## config.mk

```make
export PLATFORM = sky130hd
export DESIGN_NAME = sec_frame
export DESIGN_NICKNAME = d
export VERILOG_FILES = /design/src/hw/rtl/sec_pkg.sv /design/src/hw/rtl/sec_frame.sv
export SDC_FILE = /design/constraint.sdc
export NUM_CORES = 1
export LEC_CHECK = 0
export BUFFER_PORTS_ARGS = -buffer_cell sky130_fd_sc_hd__buf_2
export CAP_MARGIN = 40
export CORE_ASPECT_RATIO = 1.1
export CORE_MARGIN = 10
export CORE_UTILIZATION = 60
export DETAILED_ROUTE_END_ITERATION = 16
export PLACE_DENSITY = 0.74
export SLEW_MARGIN = 30
export SYNTH_ARGS = -nofsm -noshare
export SYNTH_HDL_FRONTEND = slang
export SYNTH_SLANG_ARGS = --single-unit
```

## constraint.sdc

```tcl
create_clock -name clock -period 4.55 [get_ports clock]
set_clock_uncertainty 0.1 [all_clocks]
set_input_delay 0.91 -clock clock [delete_from_list [all_inputs] [get_ports clock]]
set_output_delay 0.91 -clock clock [all_outputs]
set_load 0.03 [all_outputs]
```

## src/hw/rtl/sec_pkg.sv

```systemverilog
// Shared types and constants for the scope edge trigger capture block.
// Holds field widths, command and register codes and the Q16 gain table.
// No dependencies.
`timescale 1ns / 1ps

package sec_pkg;

   localparam int RING_DEPTH_DEF   = 2048;
   localparam int SCREEN_WIDTH_DEF = 128;

   localparam int SCREEN_HEIGHT       = 128;
   localparam int PIXELS_PER_DIVISION = 20;
   localparam int SAMPLE_BITS         = 12;

   localparam int SAMPLE_W = 12;
   localparam int ROW_W    = 11;
   localparam int COL_W    = 7;
   localparam int CNT_W    = 16;
   localparam int CMD_W    = 2;
   localparam int VSCALE_W = 3;
   localparam int CSR_IDX_W  = 2;
   localparam int CSR_DATA_W = 12;

   localparam logic [CMD_W-1:0] CMD_SAMPLE  = 2'd0;
   localparam logic [CMD_W-1:0] CMD_CAPTURE = 2'd1;
   localparam logic [CMD_W-1:0] CMD_READ    = 2'd2;

   localparam logic [CSR_IDX_W-1:0] CSR_TRIGGER_LEVEL = 2'd0;
   localparam logic [CSR_IDX_W-1:0] CSR_RISING_EDGE   = 2'd1;
   localparam logic [CSR_IDX_W-1:0] CSR_VOLTS_SCALE   = 2'd2;

   localparam logic [SAMPLE_W-1:0] LEVEL_RESET  = 12'd2048;
   localparam logic [SAMPLE_W-1:0] SAMPLE_MASK  = SAMPLE_W'((64'd1 << SAMPLE_BITS) - 64'd1);
   localparam logic [CNT_W-1:0]    CNT_MAX      = '1;
   localparam logic [ROW_W-1:0]    ROW_HALF     = ROW_W'(SCREEN_HEIGHT / 2);

   // gain = round(33 * ppd * 2^16 / (2^bits * tenths)), tenths = 1, 2, 5, 10, 20
   localparam longint unsigned GAIN_NUM  = 64'd33 * 64'(PIXELS_PER_DIVISION) * 64'd65536;
   localparam longint unsigned SAMPLE_FS = 64'd1 << SAMPLE_BITS;
   localparam longint unsigned GAIN_0 = (GAIN_NUM + (SAMPLE_FS * 1) / 2) / (SAMPLE_FS * 1);
   localparam longint unsigned GAIN_1 = (GAIN_NUM + (SAMPLE_FS * 2) / 2) / (SAMPLE_FS * 2);
   localparam longint unsigned GAIN_2 = (GAIN_NUM + (SAMPLE_FS * 5) / 2) / (SAMPLE_FS * 5);
   localparam longint unsigned GAIN_3 = (GAIN_NUM + (SAMPLE_FS * 10) / 2) / (SAMPLE_FS * 10);
   localparam longint unsigned GAIN_4 = (GAIN_NUM + (SAMPLE_FS * 20) / 2) / (SAMPLE_FS * 20);
   localparam int GAIN_BITS = $clog2(GAIN_0 + 1);
   localparam int PROD_W    = GAIN_BITS + SAMPLE_W + 2;

   function automatic logic [GAIN_BITS-1:0] gain_of(input logic [VSCALE_W-1:0] idx);
      logic [GAIN_BITS-1:0] g;
      case (idx)
         3'd0: begin
            g = GAIN_BITS'(GAIN_0);
         end
         3'd1: begin
            g = GAIN_BITS'(GAIN_1);
         end
         3'd2: begin
            g = GAIN_BITS'(GAIN_2);
         end
         3'd3: begin
            g = GAIN_BITS'(GAIN_3);
         end
         default: begin
            g = GAIN_BITS'(GAIN_4);
         end
      endcase
      return g;
   endfunction

endpackage

```

## src/hw/rtl/sec_frame.sv

```systemverilog
// Frame store of scaled rows, one per screen column.
// One write port and one registered read port. Depends on sec_pkg.
`timescale 1ns / 1ps

module sec_frame #(
   parameter int DEPTH = sec_pkg::SCREEN_WIDTH_DEF,
   parameter int AW    = $clog2(DEPTH)
) (
   input  logic                               clock,
   input  logic                               wr_en,
   input  logic [AW-1:0]                      wr_addr,
   input  logic signed [sec_pkg::ROW_W-1:0]   wr_data,
   input  logic                               rd_en,
   input  logic [AW-1:0]                      rd_addr,
   output logic signed [sec_pkg::ROW_W-1:0]   rd_data
);

   logic signed [sec_pkg::ROW_W-1:0] mem [DEPTH];
   logic signed [sec_pkg::ROW_W-1:0] q_ff;

   always_ff @(posedge clock) begin
      if (wr_en) begin
         mem[wr_addr] <= wr_data;
      end
      if (rd_en) begin
         q_ff <= mem[rd_addr];
      end
   end

   assign rd_data = q_ff;

endmodule

```

== Word level (Yosys, flattened, before mapping) ==
Memory sizes are Yosys's and may differ from the RTL's. A register that Yosys moved wholly into a read port is not among the register bits.
Index checks and enable logic that the tools add are counted.

* Mux-type cells: 2

{| class="wikitable"
|+ Operators by type and width
! operator !! number
|-
| $mux W1 || 2
|}

* Input port bits: 28
* Logic and storage cells: 3
* Memories kept: 1
* Output and inout bits: 11
* Memory bits (writable): 1408
* Register bits after elaboration: 0

{| class="wikitable"
|+ Memory list
! name !! depth !! bits a word !! rd ports !! clocked after memory_dff !! wr ports !! line !! source
|-
| mem || 128 || 11 || 1 || 1 || 1 || sec_frame.sv:18 || <nowiki>logic signed [sec_pkg::ROW_W-1:0] mem [DEPTH];</nowiki>
|}

== Longest topological paths before layout ==
* Word-level depth: 2
* Depth in mapped cells: 7
* Depth with buffers taken out: 4

== Worst setup path after synthesis ==
OpenSTA, ideal clock, no wires.

* Path kind: in2reg
* Start: input port rd_addr[0]
* End: register q_ff (netlist bit rd_data[0]) (read register of mem), data pin
* Arrival time: 3.337 ns
* Cell stages on the path: 6
* Path buffers: 2
* Data required time: 4.190 ns
* Library setup time: 0.260 ns
* Setup slack: 0.853 ns
* Path through: buf_2 > buf_1 > mux4_2 > mux4_2 > mux4_2 > mux2_2

{| class="wikitable"
|+ RTL lines
! element !! line !! source
|-
| start: declaration || sec_frame.sv:14 || <nowiki>input logic [AW-1:0] rd_addr,</nowiki>
|-
| end: declaration || sec_frame.sv:19 || <nowiki>logic signed [sec_pkg::ROW_W-1:0] q_ff;</nowiki>
|}

==> reports/qor.yml <==
cts_buffer_depth: 3
postRouteAntennaNets: 0
period_needed_ns: 3.402
syn_inst: 2178
wl_mm: 132.9
maxCapViolations: 0
pwr_density_cell_mw_per_mm2: 433.1
avgSynthCellArea_um2: 24.95
synth.largest_area_cell: "edfxtp_1"
tritoncts: "done"
max_freq_ghz: 0.2939
dr.pass1.iters: 6
routabilityCongestion: 0.8212
ir_drop_mv: 0.3818
synth-main-ff-cell: "edfxtp_1"
clk_latency_ns: 0.75
wl_per_cell_um: 35.68
cts_sinks: 1419
total_leakage_power_nw: 19.36
drc_errors: 0
synth_edf_count: 1419
via_count: 25672
io_pins: 39
detailed_place_hpwl_mm: 77.81
yosysWarnings: 0
status: "complete, no violations"
synthTopCellsByArea: "edfxtp_1, mux4_2, nor2_1"
cts_resized: 0
fin_area_mm2: 0.06181
netlist_area_mm2: 0.05433
hold_ws_ns: 0.4551
relSlewSlack_pct: 37.66
areaGrowthSynthToFinish_pct: 13.76
rr_worst_depth: 4
cts_made_buffers: 135
core_area_mm2: 0.08964
yosys.cell_types.count: 15
grt_first_pass_wirelength_mm: 192.8
report.final.slew_viol_count: 0
grt_max_degree: 111
power_w: 0.02677
p_sw_share_pct: 20.90
holdPathStages: 1
final.period_utilization_pct: 74.77
timing_worst_setup_path_type: "in2reg"
drive_gt1_share_pct: 36.00
vias_per_cell: 6.894
detailed_place.area_mm2: 0.05746
tightestPinTransition_ns: 0.9341
num_rows: 115
initial_core_util_pct: 60.61
setup.worst_path.end_class: "flop"
r2r_end: "rd_data[8]"
min_to: "mem[3][10]"
synth_fp_nets: 2206
overflow: 0
power_switching_w: 0.005596
cp_max_fo: 25
nets: 2476
hp-start: "wr_data[10]"
port-buffer-count: 38
die_w_um: 306.9
comb_power_share_pct: 5.3
fp.dieH_um: 335.6
timing.setup.tns_ns: 0
hold_viol: 0
ctsRootBufferMaster: "clkbuf_16"
synth-seq-cells: 1419
fill_cells: 5034
async_flop_share_pct: 0
die-area_mm2: 0.1030
setup_viol: 0
cts.clk_slew.worst_paths_ns: 0.06
post-route-util_pct: 68.95
intPower_w: 0.02118
ctsHoldBuffers: 0
synth_top_area_share_pct: 78.42
startpoint_type: "primary input"
htreeDepth: 4
cts_setup_buffers: 0
timing.rr.start: "mem[77][8]"
grt_pass1_vias: 26437
p_clk_share_pct: 40.6
r2r_setup_slack_ns: 1.80
synth-seq-area-share_pct: 78.42
track_usage_pct: 26.46
arrival_ns: 3.80
antenna_found_initial: 11
required_ns: 4.95
hold_class: "in2reg"
seq_power_share_pct: 54.1
rsz0062_at_grt: "false"
drtIter0Drc: 3570
worst max-delay path: stages:
cell,delay [ns]
buf_8,0.27
buf_12,0.24
buf_12,0.26
mux4_2,0.56
mux4_2,0.63
mux4_2,0.58
mux2_2,0.29
cell type report:
| cell class | instances | area (um^2) | share of cell area [%] |
|---|---|---|---|
| Timing Repair Buffer | 249 | 2233 | 3.613 |
| Multi-Input combinational cell | 643 | 11260 | 18.21 |
| Clock inverter | 76 | 640.6 | 1.036 |
| Sequential cell | 1419 | 42610 | 68.94 |
| Clock buffer | 166 | 3601 | 5.826 |
| Antenna cell | 1 | 2.502 | 0.004049 |
| Tap cell | 1170 | 1464 | 2.368 |
worst max path at each step:
stage | startpoint | to | slack [ns] | cells after the start
finish | rd_addr[0] | rd_data[8] | 1.15 | 7
global route | rd_addr[0] | rd_data[8] | 1.10 | 7
CTS | rd_addr[0] | rd_data[8] | 1.19 | 7
detailed placement | rd_addr[0] | rd_data[8] | 0.40 | 7
global placement | rd_addr[0] | rd_data[8] | 0.39 | 7
floorplan | rd_addr[0] | rd_data[0] | 0.85 | 6
power groups by stage:
stage | registers [W] | logic [W] | clock network (W)
after CTS | 0.0145 | 0.00141 | 0.0110
after floorplan | 0.0148 | 0.000715 | 0
after global placement | 0.0148 | 0.00136 | 0
after global routing | 0.0145 | 0.00148 | 0.0115
after detailed placement | 0.0148 | 0.00139 | 0
final | 0.0145 | 0.00142 | 0.0109
cell families after synthesis:
group,synth area share (%)
simple gates,1.283
flops,78.42
mux,19.38
buf+inv,0.9142
through the flow:
stage	setup slack (ns)	cells
after global placement	0.3916	3476
after global routing	1.099	3723
after floorplan	0.8531	2178
after CTS	1.185	3719
final	1.148	3724
after detailed placement	0.3955	3477
Yosys cell counts (3+ instances only):
library cell / n
nor3_1: 9
clkbuf_1: 65
nor2b_1: 7
buf_1: 17
nand3_1: 12
buf_6: 3
mux4_2: 462
nor2_1: 122
nand2_1: 14
buf_2: 31
mux2_2: 11
nand4_1: 3
edfxtp_1: 1419
flip-flops by register name, indices dropped and copies added (netlist names):
signal	count
mem	1408
rd_data	11
layer usage:
metal  routed length, um  vias to the layer above  global-route usage [%]
met4                5259                       16                   9.935
met2               64440                     1739                   41.15
met5                 112                        -                       0
li1                    -                     9986                       -
met1               46750                    13636                   35.72
met3               16320                      295                   7.684
layout by cell type (no fill, tap or decap), types with 2 or more instances in the layout:
cell	n
clkinvlp_4	6
nor2b_1	7
nor2_2	7
clkbuf_16	140
mux4_2	462
clkinv_2	22
nor3_1	9
nand4_1	3
buf_2	22
nor2_1	115
clkinv_1	29
buf_8	2
nand2b_1	2
bufinv_16	9
inv_6	8
edfxtp_1	1419
mux2_2	11
buf_12	26
clkbuf_1	26
nand2_1	14
buf_4	191
nand3_2	3
buf_16	3
buf_6	5
nand3_1	9
(Power assumes the default switching activity.)
