$ cat src/hw/rtl/sec_pkg.sv
// Shared types and constants for the scope edge trigger capture block.
// Holds field widths, command and register codes and the Q16 gain table.
// No dependencies.
`timescale 1ns / 1ps

package sec_pkg;

   localparam int RING_DEPTH_DEF   = 2048;
   localparam int SCREEN_WIDTH_DEF = 128;

   localparam int SCREEN_HEIGHT       = 128;
   localparam int PIXELS_PER_DIVISION = 20;
   localparam int SAMPLE_BITS         = 12;

   localparam int SAMPLE_W = 12;
   localparam int ROW_W    = 11;
   localparam int COL_W    = 7;
   localparam int CNT_W    = 16;
   localparam int CMD_W    = 2;
   localparam int VSCALE_W = 3;
   localparam int CSR_IDX_W  = 2;
   localparam int CSR_DATA_W = 12;

   localparam logic [CMD_W-1:0] CMD_SAMPLE  = 2'd0;
   localparam logic [CMD_W-1:0] CMD_CAPTURE = 2'd1;
   localparam logic [CMD_W-1:0] CMD_READ    = 2'd2;

   localparam logic [CSR_IDX_W-1:0] CSR_TRIGGER_LEVEL = 2'd0;
   localparam logic [CSR_IDX_W-1:0] CSR_RISING_EDGE   = 2'd1;
   localparam logic [CSR_IDX_W-1:0] CSR_VOLTS_SCALE   = 2'd2;

   localparam logic [SAMPLE_W-1:0] LEVEL_RESET  = 12'd2048;
   localparam logic [SAMPLE_W-1:0] SAMPLE_MASK  = SAMPLE_W'((64'd1 << SAMPLE_BITS) - 64'd1);
   localparam logic [CNT_W-1:0]    CNT_MAX      = '1;
   localparam logic [ROW_W-1:0]    ROW_HALF     = ROW_W'(SCREEN_HEIGHT / 2);

   // gain = round(33 * ppd * 2^16 / (2^bits * tenths)), tenths = 1, 2, 5, 10, 20
   localparam longint unsigned GAIN_NUM  = 64'd33 * 64'(PIXELS_PER_DIVISION) * 64'd65536;
   localparam longint unsigned SAMPLE_FS = 64'd1 << SAMPLE_BITS;
   localparam longint unsigned GAIN_0 = (GAIN_NUM + (SAMPLE_FS * 1) / 2) / (SAMPLE_FS * 1);
   localparam longint unsigned GAIN_1 = (GAIN_NUM + (SAMPLE_FS * 2) / 2) / (SAMPLE_FS * 2);
   localparam longint unsigned GAIN_2 = (GAIN_NUM + (SAMPLE_FS * 5) / 2) / (SAMPLE_FS * 5);
   localparam longint unsigned GAIN_3 = (GAIN_NUM + (SAMPLE_FS * 10) / 2) / (SAMPLE_FS * 10);
   localparam longint unsigned GAIN_4 = (GAIN_NUM + (SAMPLE_FS * 20) / 2) / (SAMPLE_FS * 20);
   localparam int GAIN_BITS = $clog2(GAIN_0 + 1);
   localparam int PROD_W    = GAIN_BITS + SAMPLE_W + 2;

   function automatic logic [GAIN_BITS-1:0] gain_of(input logic [VSCALE_W-1:0] idx);
      logic [GAIN_BITS-1:0] g;
      case (idx)
         3'd0: begin
            g = GAIN_BITS'(GAIN_0);
         end
         3'd1: begin
            g = GAIN_BITS'(GAIN_1);
         end
         3'd2: begin
            g = GAIN_BITS'(GAIN_2);
         end
         3'd3: begin
            g = GAIN_BITS'(GAIN_3);
         end
         default: begin
            g = GAIN_BITS'(GAIN_4);
         end
      endcase
      return g;
   endfunction

endpackage

$ cat src/hw/rtl/sec_scale.sv
// Shared scaling unit: row = half height - round(gain * (sample - level)).
// Two stages: multiply, then round and offset. Depends on sec_pkg.
`timescale 1ns / 1ps

module sec_scale #(
   parameter int TAG_W = 7
) (
   input  logic                               clock,
   input  logic                               reset,
   input  logic                               in_valid,
   input  logic [sec_pkg::SAMPLE_W-1:0]       in_sample,
   input  logic [sec_pkg::SAMPLE_W-1:0]       in_level,
   input  logic [sec_pkg::GAIN_BITS-1:0]      in_gain,
   input  logic [TAG_W-1:0]                   in_tag,
   output logic                               out_valid,
   output logic signed [sec_pkg::ROW_W-1:0]   out_row,
   output logic [TAG_W-1:0]                   out_tag,
   output logic                               busy
);

   localparam int PW = sec_pkg::PROD_W;

   logic signed [sec_pkg::SAMPLE_W:0] diff;
   logic signed [PW-1:0]              prod_in;
   logic signed [PW-1:0]              prod_ff;
   logic [TAG_W-1:0]                  tag1_ff;
   logic                              v1_ff;
   logic [PW-1:0]                     mag;
   logic [PW:0]                       rsum;
   logic [PW-16:0]                    rq;
   logic [sec_pkg::ROW_W-1:0]         r11;
   logic [sec_pkg::ROW_W-1:0]         row_in;
   logic [sec_pkg::ROW_W-1:0]         row_ff;
   logic [TAG_W-1:0]                  tag2_ff;
   logic                              v2_ff;

   always_comb begin
      diff    = $signed({1'b0, in_sample}) - $signed({1'b0, in_level});
      prod_in = $signed({1'b0, in_gain}) * diff;
   end

   // round half away from zero on the magnitude
   always_comb begin
      mag    = prod_ff[PW-1] ? PW'(-prod_ff) : PW'(prod_ff);
      rsum   = {1'b0, mag} + (PW + 1)'(32768);
      rq     = rsum[PW:16];
      r11    = sec_pkg::ROW_W'(rq);
      row_in = prod_ff[PW-1] ? (sec_pkg::ROW_HALF + r11) : (sec_pkg::ROW_HALF - r11);
   end

   always_ff @(posedge clock) begin
      if (reset) begin
         v1_ff <= 1'b0;
         v2_ff <= 1'b0;
      end else begin
         v1_ff <= in_valid;
         v2_ff <= v1_ff;
      end
   end

   always_ff @(posedge clock) begin
      prod_ff <= prod_in;
      tag1_ff <= in_tag;
      row_ff  <= row_in;
      tag2_ff <= tag1_ff;
   end

   assign out_valid = v2_ff;
   assign out_row   = $signed(row_ff);
   assign out_tag   = tag2_ff;
   assign busy      = v1_ff | v2_ff;

endmodule

$ cat config.mk
export PLATFORM = sky130hd
export DESIGN_NAME = sec_scale
export DESIGN_NICKNAME = d
export VERILOG_FILES = /design/src/hw/rtl/sec_pkg.sv /design/src/hw/rtl/sec_scale.sv
export SDC_FILE = /design/constraint.sdc
export NUM_CORES = 1
export LEC_CHECK = 0
export BUFFER_PORTS_ARGS = -buffer_cell sky130_fd_sc_hd__buf_2
export CORE_AREA = 3 3 137 139
export CTS_CLUSTER_DIAMETER = 100
export DETAILED_ROUTE_END_ITERATION = 6
export DIE_AREA = 0 0 140 142
export GPL_ROUTABILITY_DRIVEN = 0
export GPL_TIMING_DRIVEN = 0
export PLACE_DENSITY = 0.69
export SKIP_CTS_REPAIR_TIMING = 1
export SLEW_MARGIN = 5
export SYNTH_ARGS = -nofsm -noshare
export SYNTH_HDL_FRONTEND = slang
export SYNTH_SLANG_ARGS = --single-unit
$ cat constraint.sdc
create_clock -name clock -period 11.6 [get_ports clock]
set_input_delay 1.74 -clock clock [delete_from_list [all_inputs] [get_ports clock]]
set_output_delay 1.74 -clock clock [all_outputs]
set_load 0.005 [all_outputs]
Yosys cells after proc, flatten, opt, wreduce, memory -nomap -nowiden
Index checks and enable logic that the tools add are counted.

Flip-flop bits (word level): 55. Input bits: 48. Logic and storage cells: 15. Output and inout bits: 20.

Bitwise logic cells: 1. Multiply operators: 1. Multiplexer cells: 2. Add/subtract/negate cells: 5.

Operator list (number): multiplier 15 x 13 -> 28 bit (1); adder 27 x 16 -> 27 bit, second input constant (1); two-way mux 27 bit (1); negation 27 bit (1); subtractor 12 x 12 -> 13 bit (1); adder 7 x 11 -> 11 bit, first input constant (1); two-way mux 11 bit (1); subtractor 7 x 11 -> 11 bit, first input constant (1); bitwise OR 1 bit (1).

Depth between registers and ports, before layout
Depth after elaboration: 5. Depth in mapped cells: 34. Gate-level depth less buffers: 34.

Worst setup path before layout
OpenSTA, ideal clock, no wires.

Path type: input port to flip-flop. Start point: input in_sample[0] (netlist name). End point: register prod_ff[26]. Setup time: 72 ps. Path slack: 2248 ps. Cell stages on the path: 33. Arrival: 9280 ps. Path buffers: 0. Required time: 11528 ps. Cell sequence: inv_1 -> ha_1 -> inv_1 -> fa_1 -> a21o_1 -> a21oi_1 -> o21ai_0 -> a21oi_1 -> o21ai_0 -> a21oi_1 -> o21bai_1 -> a2111oi_0 -> nor3_1 -> or2_2 -> fa_1 -> fa_1 -> inv_1 -> fa_1 -> fa_1 -> fa_1 -> inv_1 -> fa_1 -> inv_1 -> ha_1 -> a21o_1 -> a21o_1 -> or3_1 -> o211a_1 -> nand3_1 -> a21boi_0 -> a211o_1 -> a21oi_1 -> xnor2_1.

Word-level cells in the longest chain between the ends: 2.

RTL lines: from (decl) (line sec_scale.sv:11) `input logic [sec_pkg::SAMPLE_W-1:0] in_sample,`; subtractor 12 x 12 -> 13 bit (line sec_scale.sv:38) `diff = $signed({1'b0, in_sample}) - $signed({1'b0, in_level});`; multiplier 15 x 13 -> 28 bit (line sec_scale.sv:39) `prod_in = $signed({1'b0, in_gain}) * diff;`; named net prod_in[26] (line sec_scale.sv:24) `logic signed [PW-1:0] prod_in;`; to (signal assigned) (line sec_scale.sv:62) `prod_ff <= prod_in;`; to (decl) (line sec_scale.sv:25) `logic signed [PW-1:0] prod_ff;`.

The timed path passes the listed nets, and every way through them passes these cells. A chain may end at the register's enable or synchronous reset.

Worst setup path in the final report
Ends and elaborated chain as after synthesis.

==> flow_summary_export.csv <==
group,metric,value,unit
run_status,status,"finished, final reports clean",
setup_path,worstPathArrival,10120,ps
cells_and_area,drive_above_1_share,0.0897,
detailed_routing,met1_length,8690,µm
place,dpl_worst_slack,1380,ps
sta,setup_viol,0,
min_path,whs_path_depth,0,
logic_synthesis,synth_top_area_cell,"fa_1",
logic_synthesis,syn_inst,1006,
detailed_routing,vias,6845,
clock_network,h-tree-depth,2,
floorplanning,ios,68,
floorplanning,die_area,0.0199,mm²
grt,grt_pass1_wl,31900,µm
setup_path,reg2reg_from,"prod_ff[27]$_DFF_P_",
logic_synthesis,synth.avg_cell_area,8.89,µm²
floorplanning,fp.dieH,142,µm
setup_path,crit_start,"in_sample[0]",
sta,rsz0062_at_grt,"false",
floorplanning,core-area,0.0178,mm²
setup_path,path_buf_inv,6,
sta,hold_viol,0,
sta,fin_tns_setup,0,ps
place,dp.final_hpwl,16200,µm
detailed_routing,drt-total-wl,19100,µm
grt,track_usage,0.196,
detailed_routing,route.detailed.wl_per_inst,14.6,µm
logic_synthesis,synth-edff-count,0,
clock_network,cts_sinks,55,
sta,slew_violations,0,
grt,antenna_found_initial,0,
min_path,hold_start,"tag1_ff[6]$_DFF_P_",
grt,grt_pass1_vias,6650,
clock_network,clock_path_buffers,2,
setup_path,crit_family,"adder cells",
run,drv_cap,0,
setup_path,cp.depth,34,
logic_synthesis,ys_ff_latch,55,
logic_synthesis,yosysSeqAreaShare,0.123,
cells_and_area,fillers,1660,
sta,worst_pin_slew,985,ps
floorplanning,start_util,0.503,
cells_and_area,antenna_cells,0,
grt,gr-total-overflow,0,
setup_path,slowest_delay,550,ps
detailed_routing,drtAntennaViolNets,0,
setup_path,cp_max_fo,7,
setup_path,start_kind,"input pin",
grt,grt_max_degree,20,
setup_path,path_class,"in -> reg",
logic_synthesis,async_flop_share,0,
sta,min_period_over_period,0.855,
cells_and_area,finish.utilization,0.548,
setup_path,cp_common_cell,"fa_1",
logic_synthesis,synth_fp_nets,1303,
clock_network,clock_latency,300,ps
sta,fin_ws,1690,ps
logic_synthesis,synthTopCellsByArea,"fa_1, ha_1, dfxtp_1",
detailed_routing,drc,0,
detailed_routing,met2WireLength,8910,µm
setup_path,slowest_stage,"fa_1",
detailed_routing,dr.pass1.iters,6,
min_path,worstHoldPathType,"reg -> reg",
clock_network,path_clk_slew,70,ps
cells_and_area,area_growth,8.91,%
sta,min_period,9910,ps
clock_network,numCtsBuffers,5,
clock_network,cts_tree,"yes",
detailed_routing,dr_wl_met3,1020,µm
cells_and_area,num-nets-final,1377,
detailed_routing,viasPerCell,5.23,
setup_path,end_kind,"flip-flop",
setup_path,required,11810,ps
floorplanning,fp.dieW,140,µm
sta,slew_headroom,0.338,
logic_synthesis,ys_types,63,
detailed_routing,drtIter0Drc,395,
floorplanning,num_rows,49,
place,port_buffers,67,
sta,fin_worst_skew,6.04,ps
detailed_routing,top_layer,"met4",
sta,max_freq,101,MHz
logic_synthesis,synth_warnings,0,
clock_network,cts_root_buffer,"clkbuf_16",
logic_synthesis,ys.flop_type,"dfxtp_1",
setup_path,reg2reg_depth,16,
logic_synthesis,synth.top_cell.area_share,0.298,
logic_synthesis,syn-cell-area,0.00895,mm²
-- final cells by class --
cell class	count	area [µm²]	share of cell area
Buffer	41	156	0.0161
Inverter	170	638	0.0655
Tap cell	229	287	0.0294
Clock buffer	5	125	0.0128
Multi-Input combinational cell	740	7050	0.724
Timing Repair Buffer	67	335	0.0344
Sequential cell	55	1100	0.113
Clock inverter	3	50.0	0.00514
-- state kept, by name (all words and copies together) (netlist names) --
register	count
prod_ff	28
out_row	11
out_tag	7
tag1_ff	7
out_valid	1
v1_ff	1
-- worst reg2reg max path, stage by stage, from the launching register on --
cell      delay, ps
dfxtp_1         360
clkbuf_1        350
clkbuf_1        450
clkbuf_1        450
o31ai_1         190
xnor2_1         170
ha_1            280
nand2_1          90
o311ai_1        620
a31o_1          260
a21oi_2          80
xnor2_2         310
ha_1            210
nand4_1          90
o21ai_1         200
o211ai_1        150
xnor2_1         150
-- through the flow --
step | area (µm²) | cells | hold slack, ps
2_1_floorplan | 8950 | 1006 | 310
3_3_place_gp | 9570 | 1302 | 311
3_5_place_dp | 9570 | 1302 | 312
4_1_cts | 9740 | 1310 | 330
5_1_grt | 9740 | 1310 | 334
6_report | 9740 | 1310 | 328
-- cell usage in the layout (no fill, tap or decap), types with 7 or more instances in the layout --
cell type,Yosys,final
a21o_1,7,7
inv_1,170,170
or2_2,8,8
nor2_1,32,32
nor3_1,9,9
a21oi_1,32,32
nand2_1,141,141
fa_1,133,133
nand3_1,8,8
mux2i_1,10,10
and2_1,45,45
ha_1,116,116
nor2b_1,17,17
nand2b_1,21,21
buf_2,2,69
a31oi_1,7,7
clkbuf_1,39,39
xnor2_1,42,42
o21ai_0,12,12
dfxtp_1,55,55
xor2_1,13,13
-- worst paths after layout --
path                    endpoint  slack, ps
max          prod_ff[26]$_DFF_P_       1690
min           out_tag[6]$_DFF_P_        330
max reg2reg  out_row[10]$_DFF_P_       7080
min reg2reg   out_tag[6]$_DFF_P_        330
-- cells by family after synthesis --
group | share of synthesized area
AO/OA/AOI/OAI | 0.0800
AND/OR/NAND/NOR | 0.172
adder cells (fa/ha/maj) | 0.460
flip-flops | 0.123
multiplexers | 0.0187
XOR/XNOR | 0.0575
buffers and inverters | 0.0888
-- layer usage --
metal	vias to the layer above	track usage
met5	-	0
met4	0	0.0520
met3	26	0.0195
met2	199	0.324
met1	3301	0.277
li1	3319	-
-- synthesized netlist by cell type (all sizes together) (2+ instances only) --
master,instances
o21a,5
or3,5
nand2,141
a41o,3
ha,116
o31a,3
and4,2
dfxtp,55
nand3,8
xnor2,44
and3,4
a21oi,33
nand2b,21
o21ai,18
nor3b,4
buf,2
and2,45
or2,8
o22ai,3
nand4,6
inv,170
mux2,6
clkbuf,39
nor2,32
nor3,9
o31ai,4
nor4,3
mux2i,10
nand4b,2
a211oi,2
a31oi,7
nor2b,17
fa,133
xor2,13
o21bai,6
a21boi,3
a21o,7
Power is left out: the tool's default activity adds up to more than one toggle a clock period on the data nets, which glitch-free logic cannot reach.
